$ cat config.mk
export PLATFORM = sky130hd
export DESIGN_NAME = hid_report_descriptor_parser_core_flat
export DESIGN_NICKNAME = d
export VERILOG_FILES = /design/src/hdl/hidrd_pkg.sv /design/src/hdl/hidrd_req_if.sv /design/src/hdl/hidrd_rsp_if.sv /design/src/hdl/hid_report_descriptor_parser_core.sv /design/src/hdl/hidrd_ctrl.sv /design/src/hdl/hidrd_dpath.sv /design/src/flat_wrapper.sv
export SDC_FILE = /design/constraint.sdc
export NUM_CORES = 1
export LEC_CHECK = 0
export ABC_CLOCK_PERIOD_IN_PS = 18600
export BUFFER_PORTS_ARGS = -buffer_cell sky130_fd_sc_hd__buf_2
export CORE_MARGIN = 4
export CORE_UTILIZATION = 28
export CTS_BUF_LIST = sky130_fd_sc_hd__clkbuf_4
export CTS_CLUSTER_SIZE = 40
export DETAILED_ROUTE_END_ITERATION = 7
export PLACE_DENSITY = 0.51
export SYNTH_ARGS = -nofsm -noshare
export SYNTH_HDL_FRONTEND = slang
export SYNTH_SLANG_ARGS = --single-unit
$ cat constraint.sdc
create_clock -name clock -period 18.6 [get_ports clock]
set_clock_uncertainty 0.1 [all_clocks]
set_input_delay 2.79 -clock clock [delete_from_list [all_inputs] [get_ports clock]]
set_output_delay 2.79 -clock clock [all_outputs]
set_load 0.01 [all_outputs]
$ cat src/hdl/hidrd_pkg.sv
package hidrd_pkg;

   // default number of local usage slots
   localparam int USAGE_SLOTS_DEF = 8;

   // item prefix codes
   localparam logic [7:0] PFX_LONG_ITEM      = 8'hFE;
   localparam logic [7:0] TAG_MASK           = 8'hFC;
   localparam logic [7:0] TAG_USAGE_PAGE     = 8'h04;
   localparam logic [7:0] TAG_LOGICAL_MAX    = 8'h24;
   localparam logic [7:0] TAG_REPORT_SIZE    = 8'h74;
   localparam logic [7:0] TAG_REPORT_COUNT   = 8'h94;
   localparam logic [7:0] TAG_USAGE          = 8'h08;
   localparam logic [7:0] TAG_INPUT          = 8'h80;
   localparam logic [7:0] TAG_OUTPUT         = 8'h90;
   localparam logic [7:0] TAG_FEATURE        = 8'hB0;
   localparam logic [7:0] TAG_COLLECTION     = 8'hA0;
   localparam logic [7:0] TAG_END_COLLECTION = 8'hC0;

   // usage pages and usages of interest
   localparam logic [31:0] PAGE_GENERIC_DESKTOP = 32'h01;
   localparam logic [31:0] PAGE_BUTTON          = 32'h09;
   localparam logic [15:0] USAGE_X              = 16'h30;
   localparam logic [15:0] USAGE_Y              = 16'h31;

   // controller to datapath
   typedef struct packed {
      logic accept;       // take the presented descriptor word
      logic run;          // execute the collected item
      logic walk_step;    // examine one stored usage
      logic walk_finish;  // advance the bit offset, drop usages
      logic emit;         // load the result, clear the parser
   } ctrl_cmd_type;

   // datapath to controller
   typedef struct packed {
      logic run_now;      // the presented word completes an item
      logic is_input;     // the collected item is an Input item
      logic walk_more;    // another stored usage is to be examined
      logic out_free;     // the result register can take a new result
   } ctrl_status_type;

endpackage

$ cat src/hdl/hidrd_req_if.sv
interface hidrd_req_if;
   logic       valid;
   logic       ready;
   logic [7:0] desc_byte;
   logic       last_byte;

   modport source (output valid, output desc_byte, output last_byte, input ready);
   modport sink   (input valid, input desc_byte, input last_byte, output ready);
endinterface

$ cat src/hdl/hidrd_rsp_if.sv
interface hidrd_rsp_if;
   logic        valid;
   logic        ready;
   logic        button_found;
   logic [15:0] button_offset;
   logic        abs_found;
   logic [15:0] x_offset;
   logic [15:0] y_offset;
   logic [7:0]  abs_field_bits;
   logic [31:0] abs_logical_max;

   modport source (output valid, output button_found, output button_offset,
                   output abs_found, output x_offset, output y_offset,
                   output abs_field_bits, output abs_logical_max, input ready);
   modport sink   (input valid, input button_found, input button_offset,
                   input abs_found, input x_offset, input y_offset,
                   input abs_field_bits, input abs_logical_max, output ready);
endinterface

$ cat src/hdl/hid_report_descriptor_parser_core.sv
// HID report descriptor parser. Feed the descriptor one word per handshake on
// req, with last_byte set on its final word; one result word then appears on
// rsp with the first button field offset and the absolute X/Y field layout,
// and the parser starts over for the next descriptor. Prefix, data and
// long-item words are accepted directly. The word that completes a short item
// is followed by a run step that executes it; an Input item then adds a usage
// walk over k stored usages (k at most USAGE_SLOTS), examined one per cycle,
// and a finish step. The final word is followed by an emit step that loads the
// result register and waits while an earlier result is still untaken; the
// register holds the result until taken while the next descriptor is already
// being accepted.
module hid_report_descriptor_parser_core #(
   parameter int USAGE_SLOTS = hidrd_pkg::USAGE_SLOTS_DEF
) (
   input logic         clock,
   input logic         reset,
   hidrd_req_if.sink   req,
   hidrd_rsp_if.source rsp
);

   hidrd_pkg::ctrl_cmd_type    cmd;
   hidrd_pkg::ctrl_status_type status;

   hidrd_ctrl u_ctrl (
      .clock     (clock),
      .reset     (reset),
      .req_valid (req.valid),
      .req_last  (req.last_byte),
      .req_ready (req.ready),
      .status    (status),
      .cmd       (cmd)
   );

   hidrd_dpath #(
      .USAGE_SLOTS (USAGE_SLOTS)
   ) u_dpath (
      .clock     (clock),
      .reset     (reset),
      .desc_byte (req.desc_byte),
      .last_byte (req.last_byte),
      .cmd       (cmd),
      .status    (status),
      .rsp       (rsp)
   );

endmodule

$ cat src/hdl/hidrd_ctrl.sv
module hidrd_ctrl (
   input  logic                       clock,
   input  logic                       reset,
   input  logic                       req_valid,
   input  logic                       req_last,
   output logic                       req_ready,
   input  hidrd_pkg::ctrl_status_type status,
   output hidrd_pkg::ctrl_cmd_type    cmd
);

   typedef enum logic [3:0] {
      ST_IDLE = 4'b0001,
      ST_RUN  = 4'b0010,
      ST_WALK = 4'b0100,
      ST_EMIT = 4'b1000
   } state_type;

   state_type state_ff, state_in;
   logic      last_ff, last_in;

   // where to go once an item has been executed
   state_type after_item;
   assign after_item = last_ff ? ST_EMIT : ST_IDLE;

   always_comb begin
      state_in = state_ff;
      last_in  = last_ff;
      cmd      = '0;
      req_ready = 1'b0;
      unique case (state_ff)
         ST_IDLE: begin
            req_ready = 1'b1;
            if (req_valid) begin
               cmd.accept = 1'b1;
               last_in    = req_last;
               if (status.run_now) begin
                  state_in = ST_RUN;
               end else if (req_last) begin
                  state_in = ST_EMIT;
               end
            end
         end
         ST_RUN: begin
            cmd.run  = 1'b1;
            state_in = status.is_input ? ST_WALK : after_item;
         end
         ST_WALK: begin
            if (status.walk_more) begin
               cmd.walk_step = 1'b1;
            end else begin
               cmd.walk_finish = 1'b1;
               state_in        = after_item;
            end
         end
         ST_EMIT: begin
            // hold until the result register is free
            if (status.out_free) begin
               cmd.emit = 1'b1;
               last_in  = 1'b0;
               state_in = ST_IDLE;
            end
         end
         default: begin
            state_in = ST_IDLE;
         end
      endcase
   end

   always_ff @(posedge clock) begin
      if (reset) begin
         state_ff <= ST_IDLE;
         last_ff  <= 1'b0;
      end else begin
         state_ff <= state_in;
         last_ff  <= last_in;
      end
   end

endmodule

$ cat src/hdl/hidrd_dpath.sv
module hidrd_dpath #(
   parameter int USAGE_SLOTS = hidrd_pkg::USAGE_SLOTS_DEF
) (
   input  logic                       clock,
   input  logic                       reset,
   input  logic [7:0]                 desc_byte,
   input  logic                       last_byte,
   input  hidrd_pkg::ctrl_cmd_type    cmd,
   output hidrd_pkg::ctrl_status_type status,
   hidrd_rsp_if.source                rsp
);

   localparam int FILL_W = $clog2(USAGE_SLOTS + 1);
   localparam int IDX_W  = (USAGE_SLOTS > 1) ? $clog2(USAGE_SLOTS) : 1;
   localparam logic [FILL_W-1:0] SLOTS_CNT = FILL_W'(USAGE_SLOTS);

   typedef enum logic [1:0] {
      PH_PREFIX  = 2'd0,
      PH_DATA    = 2'd1,
      PH_LONGLEN = 2'd2,
      PH_SKIP    = 2'd3
   } phase_type;

   // byte framing
   phase_type   phase_ff, phase_in;
   logic [7:0]  prefix_ff, prefix_in;
   logic [31:0] data_ff, data_in;
   logic [2:0]  left_ff, left_in;
   logic [1:0]  idx_ff, idx_in;
   logic [8:0]  skip_ff, skip_in;
   // globals and running offset
   logic [31:0] page_ff, page_in;
   logic [31:0] lmax_ff, lmax_in;
   logic [31:0] rsize_ff, rsize_in;
   logic [31:0] rcount_ff, rcount_in;
   logic [31:0] bit_off_ff, bit_off_in;
   // local usages
   logic [15:0]       usage_slots_ff [USAGE_SLOTS];
   logic [FILL_W-1:0] fill_ff, fill_in;
   // usage walk
   logic [FILL_W-1:0] walk_f_ff, walk_f_in;
   logic [31:0]       walk_off_ff, walk_off_in;
   // collected findings
   logic        hbtn_found_ff, hbtn_found_in;
   logic [15:0] hbtn_off_ff, hbtn_off_in;
   logic        habs_found_ff, habs_found_in;
   logic [15:0] hx_off_ff, hx_off_in;
   logic [15:0] hy_off_ff, hy_off_in;
   logic [7:0]  habs_bits_ff, habs_bits_in;
   logic [31:0] habs_max_ff, habs_max_in;
   // result register
   logic        out_valid_ff, out_valid_in;
   logic        obtn_found_ff;
   logic [15:0] obtn_off_ff;
   logic        oabs_found_ff;
   logic [15:0] ox_off_ff;
   logic [15:0] oy_off_ff;
   logic [7:0]  oabs_bits_ff;
   logic [31:0] oabs_max_ff;

   logic [7:0]  tag;
   logic        run_now;
   logic [2:0]  n_bytes;
   logic [2:0]  left_dec;
   logic        abs_input;
   logic [15:0] slot_rd_ff;
   logic        usage_wr;
   logic [31:0] field_bits;

   assign tag        = prefix_ff & hidrd_pkg::TAG_MASK;
   assign field_bits = rsize_ff * rcount_ff;
   assign abs_input  = (data_ff[0] == 1'b0) && (data_ff[2] == 1'b0) &&
                       (page_ff == hidrd_pkg::PAGE_GENERIC_DESKTOP);
   assign usage_wr   = cmd.run && (tag == hidrd_pkg::TAG_USAGE) && (fill_ff < SLOTS_CNT);
   assign n_bytes    = (desc_byte[1:0] == 2'd3) ? 3'd4 : {1'b0, desc_byte[1:0]};
   assign left_dec   = (left_ff != 3'd0) ? left_ff - 3'd1 : 3'd0;

   // the presented word completes an item; a final word inside a short item
   // runs it with what has arrived
   assign run_now = ((phase_ff == PH_PREFIX) && (desc_byte != hidrd_pkg::PFX_LONG_ITEM) &&
                     ((n_bytes == 3'd0) || last_byte)) ||
                    ((phase_ff == PH_DATA) && ((left_dec == 3'd0) || last_byte));

   always_comb begin
      phase_in      = phase_ff;
      prefix_in     = prefix_ff;
      data_in       = data_ff;
      left_in       = left_ff;
      idx_in        = idx_ff;
      skip_in       = skip_ff;
      page_in       = page_ff;
      lmax_in       = lmax_ff;
      rsize_in      = rsize_ff;
      rcount_in     = rcount_ff;
      bit_off_in    = bit_off_ff;
      fill_in       = fill_ff;
      walk_f_in     = walk_f_ff;
      walk_off_in   = walk_off_ff;
      hbtn_found_in = hbtn_found_ff;
      hbtn_off_in   = hbtn_off_ff;
      habs_found_in = habs_found_ff;
      hx_off_in     = hx_off_ff;
      hy_off_in     = hy_off_ff;
      habs_bits_in  = habs_bits_ff;
      habs_max_in   = habs_max_ff;

      // frame the presented word
      unique case (phase_ff)
         PH_PREFIX: begin
            if (desc_byte == hidrd_pkg::PFX_LONG_ITEM) begin
               phase_in = PH_LONGLEN;
            end else begin
               prefix_in = desc_byte;
               data_in   = '0;
               idx_in    = 2'd0;
               left_in   = n_bytes;
               if (n_bytes != 3'd0) begin
                  phase_in = PH_DATA;
               end
            end
         end
         PH_DATA: begin
            data_in = data_ff | (32'(desc_byte) << {idx_ff, 3'b000});
            idx_in  = idx_ff + 2'd1;
            left_in = left_dec;
            if (left_dec == 3'd0) begin
               phase_in = PH_PREFIX;
            end
         end
         PH_LONGLEN: begin
            skip_in  = 9'(desc_byte) + 9'd1;
            phase_in = PH_SKIP;
         end
         PH_SKIP: begin
            skip_in = (skip_ff != 9'd0) ? skip_ff - 9'd1 : 9'd0;
            if (skip_in == 9'd0) begin
               phase_in = PH_PREFIX;
            end
         end
         default: begin
            phase_in = PH_PREFIX;
         end
      endcase

      if (!cmd.accept) begin
         phase_in  = phase_ff;
         prefix_in = prefix_ff;
         data_in   = data_ff;
         left_in   = left_ff;
         idx_in    = idx_ff;
         skip_in   = skip_ff;
      end

      // execute the collected item
      if (cmd.run) begin
         unique case (tag)
            hidrd_pkg::TAG_USAGE_PAGE:   page_in   = data_ff;
            hidrd_pkg::TAG_LOGICAL_MAX:  lmax_in   = data_ff;
            hidrd_pkg::TAG_REPORT_SIZE:  rsize_in  = data_ff;
            hidrd_pkg::TAG_REPORT_COUNT: rcount_in = data_ff;
            hidrd_pkg::TAG_USAGE: begin
               if (usage_wr) begin
                  fill_in = fill_ff + FILL_W'(1);
               end
            end
            hidrd_pkg::TAG_INPUT: begin
               walk_f_in   = '0;
               walk_off_in = bit_off_ff;
               if ((data_ff[0] == 1'b0) && (page_ff == hidrd_pkg::PAGE_BUTTON) &&
                   !hbtn_found_ff) begin
                  hbtn_found_in = 1'b1;
                  hbtn_off_in   = bit_off_ff[15:0];
               end
            end
            hidrd_pkg::TAG_OUTPUT, hidrd_pkg::TAG_FEATURE,
            hidrd_pkg::TAG_COLLECTION, hidrd_pkg::TAG_END_COLLECTION: begin
               fill_in = '0;
            end
            default: begin
            end
         endcase
      end

      // examine one stored usage of an absolute desktop Input field
      if (cmd.walk_step) begin
         if (slot_rd_ff == hidrd_pkg::USAGE_X) begin
            hx_off_in     = walk_off_ff[15:0];
            habs_bits_in  = rsize_ff[7:0];
            habs_max_in   = lmax_ff;
            habs_found_in = 1'b1;
         end else if (slot_rd_ff == hidrd_pkg::USAGE_Y) begin
            hy_off_in = walk_off_ff[15:0];
         end
         walk_f_in   = walk_f_ff + FILL_W'(1);
         walk_off_in = walk_off_ff + rsize_ff;
      end

      // close the Input item
      if (cmd.walk_finish) begin
         bit_off_in = bit_off_ff + field_bits;
         fill_in    = '0;
      end

      // return the parser to its reset state after a result
      if (cmd.emit) begin
         phase_in      = PH_PREFIX;
         prefix_in     = '0;
         data_in       = '0;
         left_in       = '0;
         idx_in        = '0;
         skip_in       = '0;
         page_in       = '0;
         lmax_in       = '0;
         rsize_in      = '0;
         rcount_in     = '0;
         bit_off_in    = '0;
         fill_in       = '0;
         hbtn_found_in = 1'b0;
         hbtn_off_in   = '0;
         habs_found_in = 1'b0;
         hx_off_in     = '0;
         hy_off_in     = '0;
         habs_bits_in  = '0;
         habs_max_in   = '0;
      end
   end

   always_comb begin
      status.run_now   = run_now;
      status.is_input  = (tag == hidrd_pkg::TAG_INPUT);
      status.walk_more = abs_input && (walk_f_ff < fill_ff) &&
                         (32'(walk_f_ff) < rcount_ff);
      status.out_free  = !out_valid_ff || rsp.ready;
   end

   // drop the result once taken, raise it on emit
   always_comb begin
      out_valid_in = out_valid_ff;
      if (rsp.valid && rsp.ready) begin
         out_valid_in = 1'b0;
      end
      if (cmd.emit) begin
         out_valid_in = 1'b1;
      end
   end

   always_ff @(posedge clock) begin
      if (reset) begin
         phase_ff      <= PH_PREFIX;
         prefix_ff     <= '0;
         data_ff       <= '0;
         left_ff       <= '0;
         idx_ff        <= '0;
         skip_ff       <= '0;
         page_ff       <= '0;
         lmax_ff       <= '0;
         rsize_ff      <= '0;
         rcount_ff     <= '0;
         bit_off_ff    <= '0;
         fill_ff       <= '0;
         walk_f_ff     <= '0;
         walk_off_ff   <= '0;
         hbtn_found_ff <= 1'b0;
         hbtn_off_ff   <= '0;
         habs_found_ff <= 1'b0;
         hx_off_ff     <= '0;
         hy_off_ff     <= '0;
         habs_bits_ff  <= '0;
         habs_max_ff   <= '0;
         out_valid_ff  <= 1'b0;
      end else begin
         phase_ff      <= phase_in;
         prefix_ff     <= prefix_in;
         data_ff       <= data_in;
         left_ff       <= left_in;
         idx_ff        <= idx_in;
         skip_ff       <= skip_in;
         page_ff       <= page_in;
         lmax_ff       <= lmax_in;
         rsize_ff      <= rsize_in;
         rcount_ff     <= rcount_in;
         bit_off_ff    <= bit_off_in;
         fill_ff       <= fill_in;
         walk_f_ff     <= walk_f_in;
         walk_off_ff   <= walk_off_in;
         hbtn_found_ff <= hbtn_found_in;
         hbtn_off_ff   <= hbtn_off_in;
         habs_found_ff <= habs_found_in;
         hx_off_ff     <= hx_off_in;
         hy_off_ff     <= hy_off_in;
         habs_bits_ff  <= habs_bits_in;
         habs_max_ff   <= habs_max_in;
         out_valid_ff  <= out_valid_in;
      end
   end

   // store a local usage, low 16 bits of its data
   always_ff @(posedge clock) begin
      if (usage_wr) begin
         usage_slots_ff[fill_ff[IDX_W-1:0]] <= data_ff[15:0];
      end
   end

   // fetch the usage that the walk examines next
   always_ff @(posedge clock) begin
      slot_rd_ff <= usage_slots_ff[walk_f_in[IDX_W-1:0]];
   end

   // result payload
   always_ff @(posedge clock) begin
      if (cmd.emit) begin
         obtn_found_ff <= hbtn_found_ff;
         obtn_off_ff   <= hbtn_off_ff;
         oabs_found_ff <= habs_found_ff;
         ox_off_ff     <= hx_off_ff;
         oy_off_ff     <= hy_off_ff;
         oabs_bits_ff  <= habs_bits_ff;
         oabs_max_ff   <= habs_max_ff;
      end
   end

   assign rsp.valid           = out_valid_ff;
   assign rsp.button_found    = obtn_found_ff;
   assign rsp.button_offset   = obtn_off_ff;
   assign rsp.abs_found       = oabs_found_ff;
   assign rsp.x_offset        = ox_off_ff;
   assign rsp.y_offset        = oy_off_ff;
   assign rsp.abs_field_bits  = oabs_bits_ff;
   assign rsp.abs_logical_max = oabs_max_ff;

endmodule

$ cat src/flat_wrapper.sv
// flat-port wrapper written by rule: the top's interface ports become plain ports
module hid_report_descriptor_parser_core_flat 
#(
   parameter int USAGE_SLOTS = hidrd_pkg::USAGE_SLOTS_DEF
)
  (clock, reset, req_valid, req_desc_byte, req_last_byte, req_ready, rsp_valid, rsp_button_found, rsp_button_offset, rsp_abs_found, rsp_x_offset, rsp_y_offset, rsp_abs_field_bits, rsp_abs_logical_max, rsp_ready);
  hidrd_req_if req_i ();
  hidrd_rsp_if rsp_i ();
  input logic clock;
  input logic reset;
  input wire logic [$bits(req_i.valid)-1:0] req_valid;
  input wire logic [$bits(req_i.desc_byte)-1:0] req_desc_byte;
  input wire logic [$bits(req_i.last_byte)-1:0] req_last_byte;
  output wire logic [$bits(req_i.ready)-1:0] req_ready;
  output wire logic [$bits(rsp_i.valid)-1:0] rsp_valid;
  output wire logic [$bits(rsp_i.button_found)-1:0] rsp_button_found;
  output wire logic [$bits(rsp_i.button_offset)-1:0] rsp_button_offset;
  output wire logic [$bits(rsp_i.abs_found)-1:0] rsp_abs_found;
  output wire logic [$bits(rsp_i.x_offset)-1:0] rsp_x_offset;
  output wire logic [$bits(rsp_i.y_offset)-1:0] rsp_y_offset;
  output wire logic [$bits(rsp_i.abs_field_bits)-1:0] rsp_abs_field_bits;
  output wire logic [$bits(rsp_i.abs_logical_max)-1:0] rsp_abs_logical_max;
  input wire logic [$bits(rsp_i.ready)-1:0] rsp_ready;
  assign req_i.valid = req_valid;
  assign req_i.desc_byte = req_desc_byte;
  assign req_i.last_byte = req_last_byte;
  assign req_ready = req_i.ready;
  assign rsp_valid = rsp_i.valid;
  assign rsp_button_found = rsp_i.button_found;
  assign rsp_button_offset = rsp_i.button_offset;
  assign rsp_abs_found = rsp_i.abs_found;
  assign rsp_x_offset = rsp_i.x_offset;
  assign rsp_y_offset = rsp_i.y_offset;
  assign rsp_abs_field_bits = rsp_i.abs_field_bits;
  assign rsp_abs_logical_max = rsp_i.abs_logical_max;
  assign rsp_i.ready = rsp_ready;
  hid_report_descriptor_parser_core #(.USAGE_SLOTS(USAGE_SLOTS)) u_core (.clock(clock), .reset(reset), .req(req_i), .rsp(rsp_i));
endmodule
### Word-level counts from Yosys, hierarchy flattened

Memories as Yosys holds them, arrays and structs flattened. A register that Yosys moved wholly into a read port is not among the register bits.
Index checks and enable logic that the tools add are counted.
Widths: inputs -> output; s select.

* bits of input ports: 13
* register bits after elaboration: 442
* memories: 1
* logic and storage cells: 181
* output and inout port bits: 92
* bits in writable memories: 128

Memories
* u_core.u_dpath.usage_slots_ff: words 8, bits a word 16, rd ports 1, clocked after memory_dff 1, write ports 1, line hidrd_dpath.sv:38 `logic [15:0] usage_slots_ff [USAGE_SLOTS];`

* bitwise operators: 5
* eq/ne operators: 33
* mux-type cells: 47
* reductions and logical operators: 50
* $add $sub $neg: 8
* $lt $le $gt $ge: 3
* multipliers: 1
* shifts and indexed selects: 1

Operators with widths (number)
* $mux 32: 4
* $add 32x32->32: 2
* $pmux 32 s2: 1
* $mux 4: 11
* $eq 6x6->1 const B: 6
* $eq 16x6->1 const B: 2
* $eq 32x1->1 const B: 1
* $eq 32x4->1 const B: 1
* $lt 4x32->1: 1
* $mul 32x32->32: 1
* $or 32x32->32: 1
* $shl 8x5->32: 1
* $pmux 9 s2: 1
* $reduce_and 3->1: 6
* $pmux 4 s4: 1
* $mux 1: 14
* $reduce_and 2->1: 7
* $reduce_bool 2->1: 7
* $logic_and 1x1->1: 12
* $mux 2: 6
* $ne 2x2->1 const B: 5
* $add 8x1->9 const B: 1
* $logic_not 9->1: 1
* $mux 3: 3
* 38 further kinds: 52

### Longest topological paths before layout

* depth after elaboration: 9
* mapped depth: 24
* gate-level depth less buffers: 23

### Cells and area by module

A second synthesis with hierarchy kept.

* cell total of the unflattened synthesis: 2415
* area, all modules: 25057.8 µm²

By module, submodules not included
* hidrd_dpath: times used 1, cells each 2366, seq. area each 12812.3 µm², area each 24657.4 µm²
* hidrd_ctrl: times used 1, cells each 49, seq. area each 100.1 µm², area each 400.4 µm²

### Least setup slack after synthesis

OpenSTA, ideal clock, no wires.

* path kind: input-to-reg
* from: in rsp_ready
* to: reg u_core.u_dpath.bit_off_ff[10]
* data required time: 18372 ps
* library setup time: 128 ps
* data arrival time: 8320 ps
* setup slack: 10052 ps
* stages: 7
* path buffers: 3
* cell sequence: nand2b_1 nor2b_1 or2_2 clkbuf_1 clkbuf_1 clkbuf_1 nor2_1

RTL lines
* from (decl): line flat_wrapper.sv:23 `input wire logic [$bits(rsp_i.ready)-1:0] rsp_ready;`
* to (signal assigned): line hidrd_dpath.sv:282 `bit_off_ff <= bit_off_in;`
* to (decl): line hidrd_dpath.sv:36 `logic [31:0] bit_off_ff, bit_off_in;`

### Worst setup path in the final report

* from: reg u_core.u_dpath.rsize_ff[5]
* to: reg u_core.u_dpath.bit_off_ff[15]

* word-level cells in the longest chain between the ends: 2

RTL lines
* from (decl): line hidrd_dpath.sv:34 `logic [31:0] rsize_ff, rsize_in;`
* from (signal assigned): line hidrd_dpath.sv:280 `rsize_ff <= rsize_in;`
* $mul 32x32->32: line hidrd_dpath.sv:71 `assign field_bits = rsize_ff * rcount_ff;`
* $add 32x32->32: line hidrd_dpath.sv:200 `bit_off_in = bit_off_ff + field_bits;`

Every way passes these cells.
A chain may end at the register's enable or synchronous reset.

==> impl_metrics.tcl <==
set metrics [dict create \
    period_minus_slack_ns 6.65 \
    synth_area_leaders "edfxtp_1, dfxtp_1, nand2_1" \
    synth_top_family_by_area "simple AND/OR/NAND/NOR gates" \
    clk_pin_slew_worst_paths_ns 0.06 \
    layout_commonest_cell "nand2_1" \
    syn_area_sq_um 24800 \
    synth_area_leader_cell "edfxtp_1" \
    worst_ep_arrival_time_ns 7.39 \
    wl_met1_mm 30.3 \
    cts_hold_buf 0 \
    core_sq_um 87300 \
    synth-xor-area-share_pct 2.33 \
    run_status "complete, no violations" \
    grt_pass1_wl_mm 103 \
    grt_max_degree 178 \
    hold_path_depth 0 \
    crit_type "flop to flop" \
    final.setup.tns_ns 0 \
    fin_area_sq_um 28400 \
    nFillCells 9190 \
    synth.top_cell.area_share_pct 26.4 \
    drtPass1Iterations 5 \
    ys_seq_area_share_pct 52.0 \
    fin_nets 2812 \
    drt_iter0_drc 1095 \
    clk_path_buf_depth 3 \
    finalWirelength_mm 65.9 \
    synthToLayoutAreaGrowth_pct 14.3 \
    r2r_cells 22 \
    drv_cap 0 \
    multi_input_area_sq_um 10900 \
    grt_pass1_vias 17894 \
    dp_hpwl_mm 43.1 \
    ant_nets 0 \
    cts_setup_buffers 0 \
    synthFlopType "dfxtp_1" \
    syn-num-nets 2667 \
    wl_met2_mm 31.3 \
    place_area_sq_um 26400 \
    ios 105 \
    syn_area_per_cell_sq_um 10.0 \
    rsz0062_at_grt "false" \
    antenna_found_initial 6 \
    cts_buffers 145 \
    highest_layer "met5" \
    drive_gt1_share_pct 15.7 \
    power_density_nw_per_um2 83.9 \
    grt_use_total_pct 14.0 \
    setup_ws_ns 11.95 \
    slew_viol_final 0 \
    ctsRootBufferMaster "clkbuf_4" \
    clock.fmax_mhz 150 \
    design.die.area_sq_um 93500 \
    fin_crit_sh_pct 35.7 \
    setup_viol 0 \
    hp-class "flop to flop" \
    clock_latency_ns 0.98 \
    grt_overflow 0 \
    die_y_microns 306 \
    vias_per_cell 4.61 \
    synth_cell_type_count 69 \
    synth.area.mux_share_pct 1.01 \
    vias 17916 \
    hold_slack_ns 0.308 \
    required_ns 19.34 \
    setup.worst_path.start_class "flop" \
    ys_warn_count 0 \
    clock_sinks 536 \
    dp_slack_ns 12.00 \
    synth_fa_ha_area_share_pct 12.1 \
    syn_inst 2471 \
    maxSlewHeadroom_pct 19.1 \
    ys_ff_latch 536 \
    ctsResizeCount 0 \
    start_util_pct 28.4 \
    io_buffers 104 \
    std_cell_rows 108 \
    finalHoldViolCount 0 \
    dr_wl_met3_mm 2.98 \
    final_cells 3883 \
    critPathMaxFanout 14 \
    area.sequential_sq_um 12900 \
    post-place-cells 3624 \
    synth-simple-area-share_pct 15.9 \
    htreeDepth 4 \
    drc 0 \
    p_leak_nw 10.9 \
    final_cell_mix "nand2_1, dfxtp_1, a21oi_1" \
    die_width_microns 306 \
    vdd_drop_max_mv 0.0523 \
    worst_pin_slew_ns 1.21 \
    wl_per_cell_microns 17.0 \
    synth_edf_count 218 \
    end_kind "flop" \
    synth_compound_area_share_pct 12.2 \
    cts_tree "done" \
    async_flop_share_pct 0 \
    gp_congestion 0.831 \
]
-- power by group --
group          switching, mW  total (mW)  internal (mW)
clock                  0.498        1.08          0.580
sequential            0.0177        1.24           1.23
combinational         0.0407      0.0572         0.0165
total                  0.556        2.38           1.82
-- Yosys cell counts (20+ instances only) --
| master | count |
|---|---|
| ha_1 | 89 |
| nor3_1 | 23 |
| a21oi_1 | 315 |
| clkbuf_1 | 90 |
| inv_1 | 133 |
| o21ai_0 | 27 |
| nand2_1 | 575 |
| nor2_1 | 121 |
| buf_2 | 32 |
| edfxtp_1 | 218 |
| nor4_1 | 20 |
| and2_1 | 77 |
| xnor2_1 | 51 |
| dfxtp_1 | 318 |
| fa_1 | 94 |
| a21o_1 | 31 |
| mux2i_1 | 21 |
-- worst max-delay path: stages, from the launching register on --
cell and delay, ns:
dfxtp_1 0.75, nand2_1 0.17, fa_1 0.56, inv_1 0.05
fa_1 0.51, inv_1 0.06, fa_1 0.49, inv_1 0.05
fa_1 0.48, ha_1 0.30, ha_1 0.28, inv_1 0.05
fa_1 0.50, fa_1 0.54, inv_1 0.04, ha_1 0.36
nand3_1 0.12, nor3_1 0.06, a2111oi_2 0.45, o21bai_1 0.11
a21oi_1 0.18, xnor2_1 0.09, a211oi_1 0.24
-- final timing paths --
kind                                  startpoint                                    to  slack, ns
setup / recovery      u_core.u_dpath.rsize_ff[5]         u_core.u_dpath.bit_off_ff[15]      11.95
hold / removal    u_core.u_dpath.hbtn_off_ff[15]  u_core.u_dpath.rsp.button_offset[15]       0.31
setup reg to reg      u_core.u_dpath.rsize_ff[5]         u_core.u_dpath.bit_off_ff[15]      11.95
hold reg to reg   u_core.u_dpath.hbtn_off_ff[15]  u_core.u_dpath.rsp.button_offset[15]       0.31
-- layout make-up --
cell class | count | share of cell area [%]
Clock inverter | 37 | 0.931
Sequential cell | 536 | 45.5
Antenna cell | 4 | 0.0353
Inverter | 134 | 1.77
Timing Repair Buffer | 131 | 2.59
Multi-Input combinational cell | 1668 | 38.3
Clock buffer | 218 | 5.77
Tap cell | 1155 | 5.10
-- metal layers --
metal | GRT usage, % | up-vias
met4 | 4.98 | 2
met3 | 2.82 | 113
met2 | 23.1 | 404
li1 | - | 8774
met1 | 18.4 | 8623
met5 | 0 | -
-- registers in the layout, summed over array words and instances, names as in the netlist, 9 cells and up --
name and cells:
u_core.u_dpath.usage_slots_ff 128, u_core.u_dpath.data_ff 32, u_core.u_dpath.habs_max_ff 32, u_core.u_dpath.lmax_ff 32
u_core.u_dpath.page_ff 32, u_core.u_dpath.rcount_ff 32, u_core.u_dpath.rsp.abs_logical_max 32, u_core.u_dpath.bit_off_ff 16
u_core.u_dpath.hbtn_off_ff 16, u_core.u_dpath.hx_off_ff 16, u_core.u_dpath.hy_off_ff 16, u_core.u_dpath.rsize_ff 16
u_core.u_dpath.rsp.button_offset 16, u_core.u_dpath.rsp.x_offset 16, u_core.u_dpath.rsp.y_offset 16, u_core.u_dpath.slot_rd_ff 16
u_core.u_dpath.walk_off_ff 16, u_core.u_dpath.skip_ff 9
-- per-stage QoR --
step / util (%) / power (mW)
final: 32.5 / 2.38
after global routing: 32.5 / 2.49
after CTS: 32.5 / 2.42
after detailed placement: 30.3 / 1.33
after global placement: 30.3 / 1.33
after floorplan: - / 1.30
-- cells by family (layout without fill, tap and decap cells) --
family / Yosys count / count (layout)
AOI/OAI and AO/OA: 492 / 492
other: 0 / 4
buffers and inverters: 267 / 520
muxes: 24 / 24
adders and majority gates: 183 / 183
and+or+nand+nor: 903 / 903
DFF: 536 / 536
xor gates and xnor gates: 66 / 66
Power figures use the tool's default switching activity.
